## config.mk

```make
export PLATFORM = sky130hd
export DESIGN_NAME = hall_speed_direction_estimator
export DESIGN_NICKNAME = d
export VERILOG_FILES = /design/src/rtl/hsde_pkg.sv /design/src/rtl/hall_speed_direction_estimator.sv /design/src/rtl/hsde_divider.sv
export SDC_FILE = /design/constraint.sdc
export NUM_CORES = 1
export LEC_CHECK = 0
export ABC_AREA = 1
export BUFFER_PORTS_ARGS = -buffer_cell sky130_fd_sc_hd__clkbuf_2
export CAP_MARGIN = 20
export CORE_ASPECT_RATIO = 0.6
export CORE_MARGIN = 2
export CORE_UTILIZATION = 45
export DETAILED_ROUTE_END_ITERATION = 12
export PLACE_DENSITY = 0.7
export SLEW_MARGIN = 30
export SYNTH_ARGS = -nofsm -noshare
export SYNTH_HDL_FRONTEND = slang
export SYNTH_SLANG_ARGS = --single-unit
export TNS_END_PERCENT = 50
```

## constraint.sdc

```tcl
create_clock -name clock -period 3.15 [get_ports clock]
set_input_delay 0.63 -clock clock [delete_from_list [all_inputs] [get_ports clock]]
set_output_delay 0.63 -clock clock [all_outputs]
set_load 0.02 [all_outputs]
```

## src/rtl/hsde_pkg.sv

```systemverilog
// Shared types and constants for the hall speed and direction estimator.
package hsde_pkg;

   // Field and register widths.
   localparam int SCALE_W  = 40;
   localparam int TICKS_W  = 40;
   localparam int STALL_W  = 32;
   localparam int PERIOD_W = 32;
   localparam int SPEED_W  = 16;

   // Configuration port geometry: 64-bit data, registers on 8-byte strides.
   localparam int CSR_DATA_W = 64;
   localparam int CSR_ADDR_W = 5;
   localparam int CSR_IDX_LO = 3;
   localparam int CSR_IDX_W  = 2;

   // Register indexes.
   localparam logic [CSR_IDX_W-1:0] REG_SPEED_SCALE      = 2'd0;
   localparam logic [CSR_IDX_W-1:0] REG_ZERO_SPEED_TICKS = 2'd1;
   localparam logic [CSR_IDX_W-1:0] REG_STALL_CUTOFF     = 2'd2;

   // Register reset values.
   localparam logic [SCALE_W-1:0] SPEED_SCALE_RST      = 40'd5000000000;
   localparam logic [TICKS_W-1:0] ZERO_SPEED_TICKS_RST = 40'd12500000;
   localparam logic [STALL_W-1:0] STALL_CUTOFF_RST     = 32'd1000;

   // Saturation limits.
   localparam logic [TICKS_W-1:0] ELAPSED_MAX = {TICKS_W{1'b1}};
   localparam logic [STALL_W-1:0] STALL_MAX   = {STALL_W{1'b1}};
   localparam logic [SPEED_W-1:0] SPEED_MAX   = {SPEED_W{1'b1}};

   // Divider: one quotient bit per step.
   localparam int DIV_STEPS = SCALE_W;
   localparam int DIV_CNT_W = $clog2(DIV_STEPS);

   // Item kinds.
   typedef enum logic [1:0] {
      MODE_TICK       = 2'd0,
      MODE_U_EDGE     = 2'd1,
      MODE_OTHER_EDGE = 2'd2,
      MODE_QUERY      = 2'd3
   } mode_type;

   // Sequencer states.
   typedef enum logic [1:0] {
      ST_IDLE,
      ST_DIVIDE,
      ST_DONE
   } seq_state_type;

   // Input word.
   typedef struct packed {
      mode_type              mode;
      logic                  hall_w_level;
      logic [PERIOD_W-1:0]   capture_period;
   } req_word_type;

   // Result word.
   typedef struct packed {
      logic [SPEED_W-1:0] speed_mph_q8;
      logic               direction;
      logic               ready_res;
      logic               stopped;
   } rsp_word_type;

   // Divider handshake between the sequencer and the divider.
   typedef struct packed {
      logic busy;
      logic done;
   } div_status_type;

endpackage

```

## src/rtl/hall_speed_direction_estimator.sv

```systemverilog
// Top level of the hall speed and direction estimator.
// Each input word is a timer tick, a phase-U rising edge, another hall edge or a speed
// query, and each one produces exactly one result word carrying speed, direction, ready
// and stopped. Ticks and hall edges update the tracking state as they are accepted, then
// pass through the done state to load the output register. A query on a running motor
// with a nonzero period divides speed_scale by capture_period in a restoring divider that
// retires one quotient bit per clock; its result passes through the divider's 40 steps,
// the sequencer seeing the divider finish and the load of the output register. Queries
// that read zero (stopped or zero period) skip the divider and go straight to the done
// state. An output stall holds a word in the done state until the output register is free.
// The block takes one word at a time; a new word is accepted once the previous result has
// moved into the output register, even if that result has not yet been taken. The three
// configuration registers sit at byte addresses 0, 8 and 16 of the CSR port, are 64 bits
// wide on the bus and should be written only while the block is idle.
module hall_speed_direction_estimator
   import hsde_pkg::*;
(
   input  logic                  clock,
   input  logic                  reset,

   input  logic                  req_valid,
   output logic                  req_ready,
   input  req_word_type          req_word,

   output logic                  rsp_valid,
   input  logic                  rsp_ready,
   output rsp_word_type          rsp_word,

   input  logic                  csr_psel,
   input  logic                  csr_penable,
   input  logic                  csr_pwrite,
   input  logic [CSR_ADDR_W-1:0] csr_paddr,
   input  logic [CSR_DATA_W-1:0] csr_pwdata,
   output logic [CSR_DATA_W-1:0] csr_prdata,
   output logic                  csr_pready
);

   seq_state_type         state_ff, state_in;

   logic [SCALE_W-1:0]    speed_scale_ff, speed_scale_in;
   logic [TICKS_W-1:0]    zero_ticks_ff, zero_ticks_in;
   logic [STALL_W-1:0]    stall_cutoff_ff, stall_cutoff_in;

   logic [TICKS_W-1:0]    elapsed_ff, elapsed_in;
   logic [STALL_W-1:0]    stall_ff, stall_in;
   logic                  ready_flag_ff, ready_flag_in;
   logic                  dir_flag_ff, dir_flag_in;

   logic [SPEED_W-1:0]    speed_ff, speed_in;
   logic                  rsp_valid_ff, rsp_valid_in;
   rsp_word_type          rsp_word_ff, rsp_word_in;

   logic                  req_fire;
   logic                  stopped_now;
   logic                  div_start;
   logic                  load_rsp;
   logic [CSR_IDX_W-1:0]  csr_idx;
   logic                  csr_wr;
   div_status_type        div_status;
   logic [SCALE_W-1:0]    div_quotient;
   logic [SPEED_W-1:0]    speed_sat;

   assign req_fire    = req_valid && req_ready;
   assign stopped_now = elapsed_ff > zero_ticks_ff;
   assign csr_idx     = csr_paddr[CSR_IDX_LO +: CSR_IDX_W];
   assign csr_wr      = csr_psel && csr_penable && csr_pwrite && csr_pready;

   // Shared divider for speed queries.
   hsde_divider u_divider (
      .clock    (clock),
      .reset    (reset),
      .start    (div_start),
      .dividend (speed_scale_ff),
      .divisor  (req_word.capture_period),
      .status   (div_status),
      .quotient (div_quotient)
   );

   // Saturate the quotient to the 16-bit speed range.
   assign speed_sat = (|div_quotient[SCALE_W-1:SPEED_W]) ? SPEED_MAX
                                                         : div_quotient[SPEED_W-1:0];

   // Sequencer outputs.
   always_comb begin
      req_ready = (state_ff == ST_IDLE);
      div_start = (state_ff == ST_IDLE) && req_valid && (req_word.mode == MODE_QUERY) &&
                  !stopped_now && (req_word.capture_period != '0);
      load_rsp  = (state_ff == ST_DONE) && (!rsp_valid_ff || rsp_ready);
   end

   // Sequencer next state.
   always_comb begin
      state_in = state_ff;
      case (state_ff)
         ST_IDLE: begin
            if (req_fire) begin
               state_in = div_start ? ST_DIVIDE : ST_DONE;
            end
         end
         ST_DIVIDE: begin
            if (div_status.done) begin
               state_in = ST_DONE;
            end
         end
         ST_DONE: begin
            if (load_rsp) begin
               state_in = ST_IDLE;
            end
         end
         default: begin
            state_in = ST_IDLE;
         end
      endcase
   end

   // Tracking state: counters, ready and direction flags.
   always_comb begin
      elapsed_in    = elapsed_ff;
      stall_in      = stall_ff;
      ready_flag_in = ready_flag_ff;
      dir_flag_in   = dir_flag_ff;
      if (req_fire) begin
         case (req_word.mode)
            MODE_TICK: begin
               if (elapsed_ff != ELAPSED_MAX) begin
                  elapsed_in = elapsed_ff + 1'b1;
               end
               if (stall_ff != STALL_MAX) begin
                  stall_in = stall_ff + 1'b1;
               end
            end
            MODE_U_EDGE: begin
               ready_flag_in = stall_ff <= stall_cutoff_ff;
               dir_flag_in   = !req_word.hall_w_level;
               stall_in      = '0;
               elapsed_in    = '0;
            end
            MODE_OTHER_EDGE: begin
               elapsed_in = '0;
            end
            default: begin
            end
         endcase
      end
   end

   // Speed held for the result: zero unless the divider finishes a query.
   always_comb begin
      speed_in = speed_ff;
      if (req_fire) begin
         speed_in = '0;
      end else if ((state_ff == ST_DIVIDE) && div_status.done) begin
         speed_in = speed_sat;
      end
   end

   // Output register; flags are sampled after the word's update.
   always_comb begin
      rsp_valid_in = rsp_valid_ff;
      rsp_word_in  = rsp_word_ff;
      if (load_rsp) begin
         rsp_valid_in             = 1'b1;
         rsp_word_in.speed_mph_q8 = speed_ff;
         rsp_word_in.direction    = dir_flag_ff;
         rsp_word_in.ready_res    = ready_flag_ff;
         rsp_word_in.stopped      = stopped_now;
      end else if (rsp_ready) begin
         rsp_valid_in = 1'b0;
      end
   end

   // Configuration register writes.
   always_comb begin
      speed_scale_in  = speed_scale_ff;
      zero_ticks_in   = zero_ticks_ff;
      stall_cutoff_in = stall_cutoff_ff;
      if (csr_wr) begin
         case (csr_idx)
            REG_SPEED_SCALE:      speed_scale_in  = csr_pwdata[SCALE_W-1:0];
            REG_ZERO_SPEED_TICKS: zero_ticks_in   = csr_pwdata[TICKS_W-1:0];
            REG_STALL_CUTOFF:     stall_cutoff_in = csr_pwdata[STALL_W-1:0];
            default: begin
            end
         endcase
      end
   end

   // Configuration register reads.
   always_comb begin
      case (csr_idx)
         REG_SPEED_SCALE:      csr_prdata = CSR_DATA_W'(speed_scale_ff);
         REG_ZERO_SPEED_TICKS: csr_prdata = CSR_DATA_W'(zero_ticks_ff);
         REG_STALL_CUTOFF:     csr_prdata = CSR_DATA_W'(stall_cutoff_ff);
         default:              csr_prdata = '0;
      endcase
   end

   assign csr_pready = 1'b1;

   // Control, configuration and tracking state.
   always_ff @(posedge clock) begin
      if (reset) begin
         state_ff        <= ST_IDLE;
         rsp_valid_ff    <= 1'b0;
         speed_scale_ff  <= SPEED_SCALE_RST;
         zero_ticks_ff   <= ZERO_SPEED_TICKS_RST;
         stall_cutoff_ff <= STALL_CUTOFF_RST;
         elapsed_ff      <= ELAPSED_MAX;
         stall_ff        <= STALL_MAX;
         ready_flag_ff   <= 1'b0;
         dir_flag_ff     <= 1'b0;
      end else begin
         state_ff        <= state_in;
         rsp_valid_ff    <= rsp_valid_in;
         speed_scale_ff  <= speed_scale_in;
         zero_ticks_ff   <= zero_ticks_in;
         stall_cutoff_ff <= stall_cutoff_in;
         elapsed_ff      <= elapsed_in;
         stall_ff        <= stall_in;
         ready_flag_ff   <= ready_flag_in;
         dir_flag_ff     <= dir_flag_in;
      end
   end

   // Payload registers.
   always_ff @(posedge clock) begin
      speed_ff    <= speed_in;
      rsp_word_ff <= rsp_word_in;
   end

   assign rsp_valid = rsp_valid_ff;
   assign rsp_word  = rsp_word_ff;

`ifndef NO_ASSERTIONS
   // The divider only finishes while the sequencer is waiting for it.
   a_div_done_in_divide: assert property (@(posedge clock) disable iff (reset)
      div_status.done |-> (state_ff == ST_DIVIDE))
      else $error("divider finished outside the divide state");

   // A U edge clears both counters.
   a_u_edge_clears: assert property (@(posedge clock) disable iff (reset)
      (req_fire && (req_word.mode == MODE_U_EDGE)) |=> (elapsed_ff == '0 && stall_ff == '0))
      else $error("U edge did not clear the counters");

   // A tick never moves the elapsed count backward.
   a_tick_monotonic: assert property (@(posedge clock) disable iff (reset)
      (req_fire && (req_word.mode == MODE_TICK)) |=> (elapsed_ff >= $past(elapsed_ff)))
      else $error("tick decreased the elapsed count");

   // A zero-period query skips the divider and reads zero.
   a_zero_period_skip: assert property (@(posedge clock) disable iff (reset)
      (req_fire && (req_word.mode == MODE_QUERY) && (req_word.capture_period == '0))
      |=> (state_ff == ST_DONE && speed_ff == '0))
      else $error("zero-period query did not read zero");
`endif

endmodule

```

## src/rtl/hsde_divider.sv

```systemverilog
// Iterative restoring divider, one quotient bit per clock.
module hsde_divider
   import hsde_pkg::*;
(
   input  logic                 clock,
   input  logic                 reset,
   input  logic                 start,
   input  logic [SCALE_W-1:0]   dividend,
   input  logic [PERIOD_W-1:0]  divisor,
   output div_status_type       status,
   output logic [SCALE_W-1:0]   quotient
);

   logic [PERIOD_W-1:0]  rem_ff, rem_in;
   logic [SCALE_W-1:0]   quot_ff, quot_in;
   logic [PERIOD_W-1:0]  divisor_ff, divisor_in;
   logic [DIV_CNT_W-1:0] cnt_ff, cnt_in;
   logic                 busy_ff, busy_in;
   logic                 done_ff, done_in;

   logic [PERIOD_W:0]    rem_shift;
   logic [PERIOD_W:0]    rem_diff;
   logic                 fits;

   // One step: shift in the next dividend bit and try to subtract.
   // The partial remainder stays below twice the divisor, so the top bit of the
   // difference is set exactly when the subtraction borrows.
   always_comb begin
      rem_shift = {rem_ff, quot_ff[SCALE_W-1]};
      rem_diff  = rem_shift - {1'b0, divisor_ff};
      fits      = !rem_diff[PERIOD_W];
   end

   // Next values of the datapath and step counter.
   always_comb begin
      rem_in     = rem_ff;
      quot_in    = quot_ff;
      divisor_in = divisor_ff;
      cnt_in     = cnt_ff;
      busy_in    = busy_ff;
      done_in    = 1'b0;
      if (start) begin
         rem_in     = '0;
         quot_in    = dividend;
         divisor_in = divisor;
         cnt_in     = DIV_CNT_W'(DIV_STEPS - 1);
         busy_in    = 1'b1;
      end else if (busy_ff) begin
         rem_in  = fits ? rem_diff[PERIOD_W-1:0] : rem_shift[PERIOD_W-1:0];
         quot_in = {quot_ff[SCALE_W-2:0], fits};
         if (cnt_ff == '0) begin
            busy_in = 1'b0;
            done_in = 1'b1;
         end else begin
            cnt_in = cnt_ff - 1'b1;
         end
      end
   end

   // Control state is reset; the datapath is not.
   always_ff @(posedge clock) begin
      if (reset) begin
         busy_ff <= 1'b0;
         done_ff <= 1'b0;
         cnt_ff  <= '0;
      end else begin
         busy_ff <= busy_in;
         done_ff <= done_in;
         cnt_ff  <= cnt_in;
      end
   end

   always_ff @(posedge clock) begin
      rem_ff     <= rem_in;
      quot_ff    <= quot_in;
      divisor_ff <= divisor_in;
   end

   assign status.busy = busy_ff;
   assign status.done = done_ff;
   assign quotient    = quot_ff;

endmodule
```

==> impl_metrics.tcl <==
set metrics [dict create \
    run_status "finished, final reports clean" \
    yosys_most_used_dff "dfxtp_1" \
    ant_nets 0 \
    port_buffers 144 \
    grt_pass1_vias 17316 \
    slowest_stage "dfxtp_1" \
    crit_top_cell "nor2_1" \
    cts.repair.resized 0 \
    rsz0062_at_grt "false" \
    slew_headroom_pct 34.2 \
    initial_utilization_pct 45.8 \
    grt.met3_usage_pct 6.36 \
    drcViolationCount 0 \
    grt_max_degree 102 \
    synth-edff-count 91 \
    ios 197 \
    cts_tree "done" \
    yosysTopAreaCell "dfxtp_1" \
    drt-vias-per-instance 5.49 \
    peakVddDrop_mv 0.312 \
    dp_hpwl_um 49400 \
    p_leak_nw 10.8 \
    dieArea_sq_um 46000 \
    fin_crit_ps 3040 \
    synth.area.top_cells "dfxtp_1 (25%), nand2_1 (15%), edfxtp_1 (14%)" \
    fin_util_pct 51.3 \
    stdcell_area_sq_um 22300 \
    fp.dieH_um 167 \
    path_cells "ha_1 -> nand2_1 -> nor2_1 -> nand4_1 -> nor2_1 -> inv_1 -> nor2_1 -> nand4_1 -> nand2_2 -> nand2_4 -> inv_1 -> buf_12" \
    synth-async-reset-ratio_pct 0 \
    first_iter_violations 2160 \
    finalSetupViolCount 0 \
    fin_worst_skew_ps 37.3 \
    cap_violations 0 \
    start_kind "register" \
    clk_latency_ps 550 \
    grtUsageMet2_pct 36.6 \
    h-tree-depth 2 \
    syn_to_final_growth_pct 11.9 \
    syn-instance-count 2769 \
    synthMostInstantiatedCell "nand2_1" \
    cts_max_path_buffers 3 \
    crit_family "simple AND/OR/NAND/NOR gates" \
    tns_ps 0 \
    hold_ws_ps 264 \
    required_ps 3360 \
    yosysUniqueCellTypes 48 \
    track_usage_pct 27.9 \
    antenna_found_initial 2 \
    core-area_sq_um 43500 \
    wl_per_cell_um 18.6 \
    cp-end-kind "register" \
    grt-ovfl-total 0 \
    power.density_nw_per_um2 495 \
    cts.sinks 336 \
    criticalPathCategory "register to register" \
    design_power_total_mw 11.0 \
    cts_hold_buf 0 \
    placed_area_sq_um 21100 \
    num_vias 19149 \
    drive_above_1_share_pct 10.2 \
    met1_usage_pct 44.7 \
    fmax_ghz 0.329 \
    grt_pass1_wl_um 99600 \
    routed_wirelength_um 64900 \
    synth_top_area_share_pct 24.6 \
    firstDrtPassIters 7 \
    cp.arrival_ps 3250 \
    gp_congestion 1.06 \
    synth_warnings 0 \
    top_usage_layer "met1" \
    cts_made_buffers 35 \
    postCtsSetupRepairBufs 0 \
    worst_slew_pin_slew_ps 985 \
    synth.avg_cell_area_sq_um 7.19 \
    fp.dieW_um 276 \
    num_rows 59 \
    nets 3102 \
    synth-seq-cells 336 \
    slowest_delay_ps 420 \
    root_buffer "clkbuf_16" \
    syn-cell-area_sq_um 19900 \
    min_period_over_period_pct 96.4 \
    drv_slew 0 \
    hold_class "input port to register" \
    clk_pin_slew_ps 70 \
    path_max_fanout 32 \
    synth_commonest_cells "nand2_1 (782), inv_1 (372), dfxtp_1 (245)" \
    ys_seq_area_share_pct 38.3 \
    worstPathBufferInverterCount 3 \
    final_hold_viol_count 0 \
]
path summary, 6_finish.rpt:
path	start	end	slack (ps)	cells after the start
hold / removal	req_word[32]	dir_flag_ff	260	2
setup / recovery	elapsed_ff[31]	u_divider.divisor_ff[2]	110	12
hold reg to reg	speed_ff[4]	rsp_word[7]	430	0
setup reg to reg	elapsed_ff[31]	u_divider.divisor_ff[2]	110	12
cell type report:
class / instances / area (sq um)
fillers: 4278 / 21200
well taps: 579 / 724
clock buffers: 51 / 1030
inverters: 381 / 1440
repair buffers: 182 / 1130
flip-flops and latches: 336 / 7640
clock inverters: 13 / 143
diodes: 1 / 2.50
multi-input cells: 1943 / 10200
flip-flops by register name, indices dropped and copies added (netlist names):
register	flops
state_ff	2
stall_ff	32
u_divider.quotient	40
u_divider.busy_ff	1
u_divider.done_ff	1
ready_flag_ff	1
stall_cutoff_ff	32
u_divider.cnt_ff	6
elapsed_ff	40
u_divider.rem_ff	32
dir_flag_ff	1
speed_ff	16
zero_ticks_ff	40
rsp_word	19
u_divider.divisor_ff	32
speed_scale_ff	40
rsp_valid	1
per-stage QoR:
stage                     setup slack, ps  instances
after floorplan                       209       2792
after global placement                138       3421
after detailed placement              103       3421
after CTS                             146       3485
after global routing                 28.9       3486
final                                 112       3486
placed cells by master (no fill, tap or decap), drive strengths merged, types with 2 or more instances in the layout:
cell	Yosys	routed
bufinv	0	2
clkbuf	62	195
nor2	200	200
clkinv	1	10
dfxtp	245	245
xnor2	16	16
buf	70	38
nand2	794	794
o21bai	7	7
ha	111	111
a21oi	149	149
nor4	26	26
and2	5	5
inv	380	380
conb	2	25
xor2	48	48
o221ai	31	31
nand3b	2	2
o22ai	8	8
nand3	176	176
edfxtp	91	91
nor3	40	40
a31oi	17	17
clkinvlp	0	2
o21a	2	2
and3	2	2
nand4	60	60
o21ai	155	155
o211ai	57	57
or2	6	6
layer usage:
metal	wire length, um	up-vias	part of all wire [%]
met5	0	-	0
met4	1510	0	2.3
met3	7560	86	12
met2	24800	855	38
met1	31000	8920	48
li1	-	9288	-
cells by family (layout without fill, tap and decap cells):
| logic type | count (synthesis) | in the layout | share of synthesized area (%) |
|---|---|---|---|
| xor gates and xnor gates | 64 | 64 | 2.81 |
| adders and majority gates | 112 | 112 | 7.07 |
| other | 2 | 26 | 0.0377 |
| buffers and inverters | 513 | 627 | 11.0 |
| AOI/OAI and AO/OA | 429 | 429 | 12.9 |
| DFF | 336 | 336 | 38.3 |
| and+or+nand+nor | 1313 | 1313 | 27.8 |
where the power goes:
part	switching, mW	leakage, nW	internal, mW	total, mW
Sequential	0.198	2.83	4.60	4.80
Combinational	1.34	7.40	0.632	1.98
Clock	1.82	0.571	2.45	4.27
No activity file was read; power rests on OpenSTA's default activity.
